[config.mk]
export PLATFORM = sky130hd
export DESIGN_NAME = kvl_blend
export DESIGN_NICKNAME = d
export VERILOG_FILES = /design/src/hdl/kvl_pkg.sv /design/src/hdl/kvl_blend.sv
export SDC_FILE = /design/constraint.sdc
export NUM_CORES = 2
export LEC_CHECK = 0
export CELL_PAD_IN_SITES_DETAIL_PLACEMENT = 1
export CELL_PAD_IN_SITES_GLOBAL_PLACEMENT = 1
export CORE_UTILIZATION = 50
export DETAILED_ROUTE_END_ITERATION = 12
export DONT_BUFFER_PORTS = 1
export PLACE_DENSITY_LB_ADDON = 0.1
export SLEW_MARGIN = 20
export SYNTH_ARGS = -nofsm -noshare
export SYNTH_HDL_FRONTEND = slang
export SYNTH_SLANG_ARGS = --single-unit
[constraint.sdc]
create_clock -name clk -period 13.9 [get_ports clk]
set_clock_uncertainty 0.15 [all_clocks]
set_input_delay 2.78 -clock clk [delete_from_list [all_inputs] [get_ports clk]]
set_output_delay 2.78 -clock clk [all_outputs]
set_load 0.02 [all_outputs]
[src/hdl/kvl_pkg.sv]
// ----------------------------------------------------------------------------
// kvl_pkg: shared types and constants for the keyframe interpolator
// Field widths, command and status codes, and the packed structs that carry
// three-component values and the signed blend factor between modules.
// ----------------------------------------------------------------------------
package kvl_pkg;

  // Fixed field widths of the item and result ports.
  localparam int TIME_W       = 32;
  localparam int VAL_W        = 32;
  localparam int FRAC_W       = 16;
  localparam int KEY_INDEX_W  = 6;
  localparam int COUNT_W      = 7;
  localparam int SEG_W        = 6;
  localparam int MAX_KEYS_DEF = 64;

  // Command codes.
  localparam logic CMD_WRITE = 1'b0;
  localparam logic CMD_QUERY = 1'b1;

  // Status codes.
  localparam logic STATUS_OK        = 1'b0;
  localparam logic STATUS_ZERO_SPAN = 1'b1;

  // One keyframe value, three signed Q16.16 components.
  typedef struct packed {
    logic signed [VAL_W-1:0] x;
    logic signed [VAL_W-1:0] y;
    logic signed [VAL_W-1:0] z;
  } vec3_t;

  // Saturated blend factor in sign and magnitude form.
  typedef struct packed {
    logic             neg;
    logic [VAL_W-1:0] mag;
  } factor_t;

endpackage

[src/hdl/kvl_blend.sv]
// ----------------------------------------------------------------------------
// kvl_blend: per-component blend of two keyframe values
// Works through x, y and z in turn: difference, one 32x32 product, floor
// shift by 16 and a saturating add to the start value.
// ----------------------------------------------------------------------------
module kvl_blend (
  input  logic             clk,
  input  logic             rst,
  input  logic             start,
  input  kvl_pkg::factor_t factor,
  input  kvl_pkg::vec3_t   v_start,
  input  kvl_pkg::vec3_t   v_end,
  output logic             done,
  output kvl_pkg::vec3_t   result
);

  localparam int W  = kvl_pkg::VAL_W;
  localparam int FW = kvl_pkg::FRAC_W;
  localparam int PW = 2 * W;
  localparam int TW = PW + 1 - FW;

  typedef enum logic [4:0] {
    BL_IDLE  = 5'b00001,
    BL_DIFF  = 5'b00010,
    BL_MUL   = 5'b00100,
    BL_SHIFT = 5'b01000,
    BL_SUM   = 5'b10000
  } bl_state_t;

  bl_state_t               state;
  logic [1:0]              comp;
  logic signed [W-1:0]     cur_start;
  logic [W-1:0]            d_mag;
  logic                    prod_neg;
  logic [PW-1:0]           prod;
  logic signed [TW-1:0]    term;

  logic signed [W-1:0]     sel_start;
  logic signed [W-1:0]     sel_end;
  logic signed [W:0]       diff_fw;
  logic signed [W:0]       diff_bw;
  logic signed [PW:0]      p_signed;
  logic signed [TW:0]      sum;
  logic signed [W-1:0]     sum_sat;

  // Component select, difference, sign fold and saturation.
  always_comb begin
    case (comp)
      2'd0: begin
        sel_start = v_start.x;
        sel_end   = v_end.x;
      end
      2'd1: begin
        sel_start = v_start.y;
        sel_end   = v_end.y;
      end
      default: begin
        sel_start = v_start.z;
        sel_end   = v_end.z;
      end
    endcase
    diff_fw  = {sel_end[W-1], sel_end} - {sel_start[W-1], sel_start};
    diff_bw  = {sel_start[W-1], sel_start} - {sel_end[W-1], sel_end};
    p_signed = prod_neg ? -$signed({1'b0, prod}) : $signed({1'b0, prod});
    sum      = {{(TW-W+1){cur_start[W-1]}}, cur_start} + {term[TW-1], term};
    if (sum > $signed((TW+1)'({1'b0, {(W-1){1'b1}}}))) begin
      sum_sat = {1'b0, {(W-1){1'b1}}};
    end else if (sum < -$signed((TW+1)'({1'b1, {(W-1){1'b0}}}))) begin
      sum_sat = {1'b1, {(W-1){1'b0}}};
    end else begin
      sum_sat = sum[W-1:0];
    end
  end

  // Sequencer over the three components.
  always_ff @(posedge clk) begin
    if (rst) begin
      state <= BL_IDLE;
      comp  <= 2'd0;
      done  <= 1'b0;
    end else begin
      done <= 1'b0;
      case (state)
        BL_IDLE: begin
          if (start) begin
            comp  <= 2'd0;
            state <= BL_DIFF;
          end
        end
        BL_DIFF: begin
          cur_start <= sel_start;
          d_mag     <= diff_fw[W] ? diff_bw[W-1:0] : diff_fw[W-1:0];
          prod_neg  <= factor.neg ^ diff_fw[W];
          state     <= BL_MUL;
        end
        BL_MUL: begin
          prod  <= factor.mag * d_mag;
          state <= BL_SHIFT;
        end
        BL_SHIFT: begin
          // Arithmetic shift by the fraction width rounds toward minus infinity.
          term  <= p_signed[PW:FW];
          state <= BL_SUM;
        end
        BL_SUM: begin
          case (comp)
            2'd0:    result.x <= sum_sat;
            2'd1:    result.y <= sum_sat;
            default: result.z <= sum_sat;
          endcase
          if (comp == 2'd2) begin
            done  <= 1'b1;
            state <= BL_IDLE;
          end else begin
            comp  <= comp + 2'd1;
            state <= BL_DIFF;
          end
        end
        default: begin
          state <= BL_IDLE;
        end
      endcase
    end
  end

endmodule

==> results_dict.tcl <==
set metrics [dict create \
    grt_util_all_layers_pct 31.19 \
    dpl.hpwl_um 127000 \
    worst_slew_pin_slew_ps 960.1 \
    drv_cap 0 \
    synth_warnings 0 \
    fin_setup_tns_ps 0 \
    async_reset_ff_share_pct 0 \
    synth_cells 5438 \
    dieHeight_um 321.4 \
    area_growth_pct 3.809 \
    finalSetupViolCount 0 \
    grt_pass1_vias 41700 \
    htreeDepth 1 \
    cp-start-kind "primary input" \
    die-width_um 321.4 \
    ys_seq_area_share_pct 16.44 \
    ys_ff_latch 282 \
    cp_max_fo 32 \
    via_per_inst 5.723 \
    synthTopCellsByArea "fa_1 (35%), edfxtp_1 (16%), ha_1 (9.3%)" \
    fin_nets 6733 \
    grt_pass1_wl_um 246500 \
    r2r_slack_ps 4400 \
    crit_path_end_kind "register" \
    synth-edff-count 274 \
    max_freq_ghz 0.09172 \
    critPathRequiredTime_ps 14090 \
    clkLatencyLatePin_ps 610 \
    initial_core_util_pct 50.72 \
    cts_hold_buf 0 \
    drive_above_1_share_pct 2.571 \
    io_buffers 0 \
    ant_nets 0 \
    ys.flop_type "edfxtp_1" \
    ios 325 \
    finalMaxSlewViolations 0 \
    cts_resized 0 \
    vias 37820 \
    synth_top_area_share_pct 35.28 \
    hold-worst-slack_ps 389.4 \
    drc 0 \
    design.core.area_um2 100600 \
    maxSlewHeadroom_pct 35.40 \
    syn_nets 6943 \
    final_common_cell "inv_1" \
    final_cell_mix "inv_1 (990), fa_1 (899), nand2_1 (668), and2_1 (617), ha_1 (376)" \
    period_share_pct 78.44 \
    min_period_ps 10900 \
    dieArea_um2 103300 \
    grt_max_degree 68 \
    cts_buffer_depth 3 \
    wl_per_cell_um 23.89 \
    synth.distinct_cells 82 \
    path_clk_slew_ps 60 \
    syn_area_per_cell_um2 9.380 \
    routed_wl_um 157900 \
    hold_viol_final 0 \
    rsz0062_at_grt "no" \
    arrival_ps 11090 \
    numClockSinks 282 \
    grt.overflow.total 0 \
    outcome "finished, final reports clean" \
    critPathKind "in2reg" \
    gp_congestion 0.9170 \
    antenna_found_initial 3 \
    cts_buffers 28 \
    post_cts_buffers 0 \
    num_rows 116 \
    synthesis.area_um2 51010 \
    ctsRootBufferMaster "clkbuf_16" \
    drtIter0Drc 2365 \
    dr.pass1.iters 5 \
    cts_tree "yes" \
    hp-class "reg2reg" \
    yosysTopAreaCell "fa_1" \
]
-- critical path, stage by stage --
cell and delay (ps):
and2_1 150, fa_1 560, fa_1 440, fa_1 540, inv_1 60, fa_1 470
inv_1 50, fa_1 530, inv_1 60, fa_1 470, inv_1 50, fa_1 530
inv_1 50, fa_1 530, inv_1 40, ha_1 370, a21oi_1 200, o21a_1 170
o21ai_0 70, a221oi_1 320, o21ai_0 300, a211oi_1 690, o41ai_1 200, buf_4 190
a31oi_1 400, o21ai_0 320, a21o_1 230, a311o_1 300
-- layout make-up --
class	instances	area (µm²)
fill	11420	47630
multi-input combinational	3871	37850
sequential	282	8388
inverter	991	3720
tap	1357	1698
clock buffer	30	708.2
timing repair buffer	54	405.4
clock inverter	22	178.9
antenna	1	2.502
-- state kept, by name, indices dropped and copies added (netlist names) --
name	cells
term	49
prod_neg	1
d_mag	32
cur_start	32
comp	2
state	5
done	1
result	96
prod	64
-- logic make-up after synthesis --
family	share of synthesized area, %
and+or+nand+nor	16.81
DFF	16.44
adders and majority gates	44.55
xor gates and xnor gates	2.970
muxes	0.4194
buffers and inverters	9.470
AOI/OAI and AO/OA	9.336
-- synth_stat cells, types with 35 or more instances --
library cell    n
o21ai_0       128
and2_1        617
a21oi_1       203
clkbuf_1      284
nand2_1       668
nor3_1         35
edfxtp_1      274
nand3_1        37
nor2_1        114
fa_1          899
a21o_1         86
ha_1          378
xor2_1         56
inv_1         990
xnor2_1       117
o31ai_1        39
a22oi_1        56
-- per-stage QoR --
step	worst slack, ps	cell area (µm²)	instances	util [%]
final	2997	52950	6608	52.65
after global routing	2531	52950	6607	52.64
after CTS	3034	52950	6607	52.64
after detailed placement	2431	52060	6555	51.76
after global placement	2654	52060	6555	51.76
after floorplan	3201	51010	5438	-
-- routing by layer --
metal | track usage [%] | routed length [µm] | up-vias
met2 | 53.32 | 77900 | 894
met3 | 3.104 | 6925 | 231
met4 | 9.175 | 5372 | 0
met5 | 0 | 0 | -
li1 | - | - | 16700
met1 | 41.95 | 67670 | 20000
-- path summary, 6_finish.rpt --
check / start / end / cells past startpoint
setup / recovery: factor[13] / prod[61]$_DFFE_PP_ / 28
hold / removal: state[4]$_SDFFE_PP0P_ / state[2]$_SDFFE_PP0P_ / 1
setup reg to reg: d_mag[5]$_DFFE_PP_ / prod[61]$_DFFE_PP_ / 29
hold reg to reg: state[4]$_SDFFE_PP0P_ / state[2]$_SDFFE_PP0P_ / 1
Power is not shown: default switching activity piles up to over one toggle a cycle in this logic, so the estimate is an artifact.
