[src/hdl/kvl_pkg.sv]
// ----------------------------------------------------------------------------
// kvl_pkg: shared types and constants for the keyframe interpolator
// Field widths, command and status codes, and the packed structs that carry
// three-component values and the signed blend factor between modules.
// ----------------------------------------------------------------------------
package kvl_pkg;

  // Fixed field widths of the item and result ports.
  localparam int TIME_W       = 32;
  localparam int VAL_W        = 32;
  localparam int FRAC_W       = 16;
  localparam int KEY_INDEX_W  = 6;
  localparam int COUNT_W      = 7;
  localparam int SEG_W        = 6;
  localparam int MAX_KEYS_DEF = 64;

  // Command codes.
  localparam logic CMD_WRITE = 1'b0;
  localparam logic CMD_QUERY = 1'b1;

  // Status codes.
  localparam logic STATUS_OK        = 1'b0;
  localparam logic STATUS_ZERO_SPAN = 1'b1;

  // One keyframe value, three signed Q16.16 components.
  typedef struct packed {
    logic signed [VAL_W-1:0] x;
    logic signed [VAL_W-1:0] y;
    logic signed [VAL_W-1:0] z;
  } vec3_t;

  // Saturated blend factor in sign and magnitude form.
  typedef struct packed {
    logic             neg;
    logic [VAL_W-1:0] mag;
  } factor_t;

endpackage

[src/hdl/kvl_divider.sv]
// ----------------------------------------------------------------------------
// kvl_divider: iterative blend factor divider
// Computes (num * 2^16) / den truncated toward zero, one quotient bit per
// cycle, and saturates the result to the signed 32-bit range.
// ----------------------------------------------------------------------------
module kvl_divider (
  input  logic                            clk,
  input  logic                            rst,
  input  logic                            start,
  input  logic signed [kvl_pkg::VAL_W:0]  num,
  input  logic signed [kvl_pkg::VAL_W:0]  den,
  output logic                            done,
  output kvl_pkg::factor_t                factor
);

  localparam int W  = kvl_pkg::VAL_W;
  localparam int QW = kvl_pkg::VAL_W + kvl_pkg::FRAC_W;
  localparam int SW = $clog2(QW);

  typedef enum logic [3:0] {
    DV_IDLE = 4'b0001,
    DV_ABS  = 4'b0010,
    DV_RUN  = 4'b0100,
    DV_FIN  = 4'b1000
  } dv_state_t;

  dv_state_t          state;
  logic signed [W:0]  num_raw;
  logic signed [W:0]  den_raw;
  logic               quo_neg;
  logic [QW-1:0]      dvd;
  logic [W-1:0]       div_mag;
  logic [W-1:0]       rem;
  logic [SW-1:0]      step;

  logic [W:0]         num_abs;
  logic [W:0]         den_abs;
  logic [W:0]         trial;
  logic [W:0]         trial_sub;
  logic               trial_ge;
  logic [W-1:0]       limit;

  // Magnitudes, trial subtraction and saturation limit.
  always_comb begin
    num_abs   = num_raw[W] ? (-num_raw) : num_raw;
    den_abs   = den_raw[W] ? (-den_raw) : den_raw;
    trial     = {rem, dvd[QW-1]};
    trial_sub = trial - {1'b0, div_mag};
    trial_ge  = (trial >= {1'b0, div_mag});
    limit     = {1'b0, {(W-1){1'b1}}} + W'(quo_neg);
  end

  // Sequencer and datapath registers.
  always_ff @(posedge clk) begin
    if (rst) begin
      state <= DV_IDLE;
      done  <= 1'b0;
    end else begin
      done <= 1'b0;
      case (state)
        DV_IDLE: begin
          if (start) begin
            num_raw <= num;
            den_raw <= den;
            state   <= DV_ABS;
          end
        end
        DV_ABS: begin
          dvd     <= {num_abs[W-1:0], {kvl_pkg::FRAC_W{1'b0}}};
          div_mag <= den_abs[W-1:0];
          quo_neg <= num_raw[W] ^ den_raw[W];
          rem     <= '0;
          step    <= '0;
          state   <= DV_RUN;
        end
        DV_RUN: begin
          rem  <= trial_ge ? trial_sub[W-1:0] : trial[W-1:0];
          dvd  <= {dvd[QW-2:0], trial_ge};
          step <= step + SW'(1);
          if (step == SW'(QW - 1)) begin
            state <= DV_FIN;
          end
        end
        DV_FIN: begin
          factor.neg <= quo_neg;
          factor.mag <= (dvd > QW'(limit)) ? limit : dvd[W-1:0];
          done       <= 1'b1;
          state      <= DV_IDLE;
        end
        default: begin
          state <= DV_IDLE;
        end
      endcase
    end
  end

endmodule

[config.mk]
export PLATFORM = sky130hd
export DESIGN_NAME = kvl_divider
export DESIGN_NICKNAME = d
export VERILOG_FILES = /design/src/hdl/kvl_pkg.sv /design/src/hdl/kvl_divider.sv
export SDC_FILE = /design/constraint.sdc
export NUM_CORES = 1
export LEC_CHECK = 0
export CAP_MARGIN = 10
export CORE_MARGIN = 4
export CORE_UTILIZATION = 43
export CTS_CLUSTER_DIAMETER = 60
export DETAILED_ROUTE_END_ITERATION = 8
export DONT_BUFFER_PORTS = 1
export PLACE_DENSITY_LB_ADDON = 0.3
export SKIP_LAST_GASP = 1
export SYNTH_ARGS = -nofsm -noshare
export SYNTH_HDL_FRONTEND = slang
export SYNTH_SLANG_ARGS = --single-unit
[constraint.sdc]
create_clock -name clk -period 5.6 [get_ports clk]
set_input_delay 0 -clock clk [delete_from_list [all_inputs] [get_ports clk]]
set_output_delay 0 -clock clk [all_outputs]
set_load 0.03 [all_outputs]
==> flow_summary.json <==
{
  "finalNetCount": 1216,
  "yosys.area.top_type": "edfxtp_1",
  "grt-ovfl-total": 0,
  "drive_above_1_share": 0.08189,
  "critPathLaunchType": "flop",
  "yosysSeqAreaShare": 0.5570,
  "root_buffer": "clkbuf_16",
  "drt-initial-drc-count": 423,
  "worstPathArrival_ps": 4290,
  "layout_min_cycle_time_ps": 4026,
  "yosysTopAreaCellShare": 0.5487,
  "dr.pass1.iters": 5,
  "max_freq_ghz": 0.2484,
  "cts_tree": "done",
  "p_int_w": 0.002993,
  "worstMarginPinSlew_ps": 1148,
  "place.gp.congestion": 0.8071,
  "synth_simple_gate_area_frac": 0.1050,
  "routed_wl_mm": 23.84,
  "pwr-share-clk": 0.457,
  "tns_ps": 0,
  "cts_inserted_buffers": 27,
  "grt_pass1_wl_mm": 39.07,
  "drc": 0,
  "slowest_delay_ps": 900,
  "swShare": 0.2164,
  "core_area_um2": 27100,
  "synth_area_um2": 11930,
  "synth_top_family_by_area": "compound AO/OA/AOI/OAI gates",
  "initial_core_util": 0.4403,
  "ios": 103,
  "wl_per_cell_um": 16.21,
  "crit_path_max_fanout": 39,
  "slowest_stage": "o32a_2",
  "p_switching_w": 0.0008266,
  "status": "complete, no violations",
  "synthDistinctLibCells": 62,
  "syn_inst": 1009,
  "via_per_inst": 5.243,
  "synthArstFlopShare": 0,
  "synthTopCellsByCount": "218 x edfxtp_1, 79 x nor2_1, 74 x nand2_1, 68 x o21ai_0, 67 x ha_1",
  "cap_violations": 0,
  "p_leak_nw": 5.283,
  "setup_viol": 0,
  "cp.depth": 11,
  "cp.required_ps": 5860,
  "ys_warn_count": 0,
  "synth_fa_ha_area_frac": 0.07194,
  "peakVddDrop_mv": 0.2797,
  "clk_path_buf_depth": 3,
  "timing.final.crit_share": 0.7189,
  "synth.most_common_cell": "edfxtp_1",
  "sequentialPowerShare": 0.497,
  "path_common_cell": "a21oi_1",
  "place_ws_ps": 1561,
  "area_growth_syn_to_layout_pct": 16.83,
  "die_area_um2": 30480,
  "hold_path.startpoint": "num[28]",
  "syn_avg_cell_area_um2": 11.83,
  "r2r-start": "rem[9]$_SDFFCE_PN0P_",
  "power_density_nw_per_um2": 274.0,
  "cp_top_family": "compound AO/OA/AOI/OAI gates",
  "slew_headroom": 0.2344,
  "first_global_vias": 7591,
  "synthFlopType": "edfxtp_1",
  "synth_compound_area_frac": 0.1134,
  "htree_levels": 1,
  "grt_setup_unrepaired": "false",
  "setup_ws_ps": 1574,
  "combPwrFrac": 0.046,
  "startpoint": "rem[9]$_SDFFCE_PN0P_",
  "insertion_delay_ps": 540,
  "crit_buf_inv": 0,
  "crit_path_end_kind": "flop",
  "fin_worst_skew_ps": 11.43,
  "synth_xor_area_frac": 0.06900,
  "final_hold_viol_count": 0,
  "reg2regPathDepth": 11,
  "grt_max_degree": 87,
  "grt.total_usage": 0.1528,
  "synth_edf_count": 218,
  "synth_nets": 1146,
  "post_cts_buffers": 0,
  "place_hpwl_mm": 16.15,
  "cp_cell_sequence": "ha_1 -> nand3_1 -> or2_2 -> a211o_1 -> o211ai_1 -> a31o_2 -> a21oi_1 -> a21oi_1 -> o32a_2 -> mux2i_1 -> nor2_1",
  "die_x_um": 174.6,
  "num_antenna_cells": 0,
  "rows": 60,
  "hold_depth": 1,
  "drtAntennaViolNets": 0,
  "antenna_found_initial": 0,
  "crit_type": "flop to flop",
  "synth_mux_area_frac": 0.05212,
  "numClockSinks": 223,
  "die_y_um": 174.6,
  "synth_seq_cells": 223,
  "min_path_type": "input port to flop",
  "clk_pin_slew_ps": 60,
  "synth_area_leaders": "edfxtp_1 55%, ha_1 7.0%, xnor2_1 3.7%",
  "drv_slew": 0,
  "vias": 7713,
  "portBuffers": 0
}
## registers in the layout, summed over array words and instances, names as in the netlist
name,cells
den_raw,33
div_mag,32
done,1
dvd,48
factor,33
num_raw,33
quo_neg,1
rem,32
state,4
step,6
## worst paths after layout
path,to,slack [ps]
hold reg to reg,div_mag[0]$_DFFE_PP_,550
setup / recovery,rem[23]$_SDFFCE_PN0P_,1570
hold / removal,num_raw[28]$_DFFE_PP_,80
setup reg to reg,rem[23]$_SDFFCE_PN0P_,1570
## metal layers
layer | part of all wire | wire [um] | global-route usage
met2 | 0.45 | 10650 | 0.2393
met5 | 0 | 0 | 0
met4 | 0.019 | 446 | 0.03830
met3 | 0.039 | 925 | 0.02164
met1 | 0.50 | 11820 | 0.2257
## cell type report
type	instances	area (um2)
flip-flops and latches	223	6646
clock inverters	20	216.5
multi-input cells	688	4945
repair buffers	77	750.7
inverters	62	232.7
fillers	2364	13160
well taps	372	465.4
clock buffers	29	683.2
## through the flow
| stage | area (um2) | power (W) | std cells | utilization | hold WS (ps) |
|---|---|---|---|---|---|
| 4_1_cts | 13940 | 0.003860 | 1471 | 0.5144 | 49.33 |
| 2_1_floorplan | 11940 | 0.002034 | 1009 | - | 76.79 |
| 3_3_place_gp | 12350 | 0.002065 | 1353 | 0.4557 | 80.96 |
| 5_1_grt | 13940 | 0.003973 | 1471 | 0.5144 | 51.47 |
| 6_report | 13940 | 0.003819 | 1471 | 0.5144 | 79.90 |
| 3_5_place_dp | 12350 | 0.002069 | 1353 | 0.4557 | 82.86 |
## cells by family after synthesis
| group | Yosys count |
|---|---|
| and+or+nand+nor | 254 |
| adders and majority gates | 68 |
| DFF | 223 |
| buffers and inverters | 98 |
| muxes | 60 |
| AOI/OAI and AO/OA | 212 |
| xor gates and xnor gates | 94 |
## placed cells by master (no fill, tap or decap), types with 9 or more instances in the layout
cell and count:
a211oi_1 9, a21o_1 30, a21oi_1 43, clkbuf_16 27, dlygate4sd3_1 69, edfxtp_1 218, ha_1 67, inv_1 62
mux2_2 17, mux2i_1 43, nand2_1 74, nand4_1 13, nor2_1 77, nor3_1 10, o21ai_0 68, o31ai_1 15
o41ai_1 12, or4_1 9, xnor2_1 51, xor2_1 43
## power by group through the flow
stage / sequential [W] / combinational [W] / clock, W
floorplan: 0.00192 / 0.000110 / 0
global placement: 0.00193 / 0.000132 / 0
detailed placement: 0.00193 / 0.000135 / 0
CTS: 0.00190 / 0.000175 / 0.00179
global route: 0.00190 / 0.000195 / 0.00187
finish: 0.00190 / 0.000175 / 0.00174
## what timing repair did
item                      4_1_cts  5_1_grt
hold endpoints to repair       94        0
gates resized for setup         0        0
hold buffers                   69        0
(Power assumes the default switching activity.)
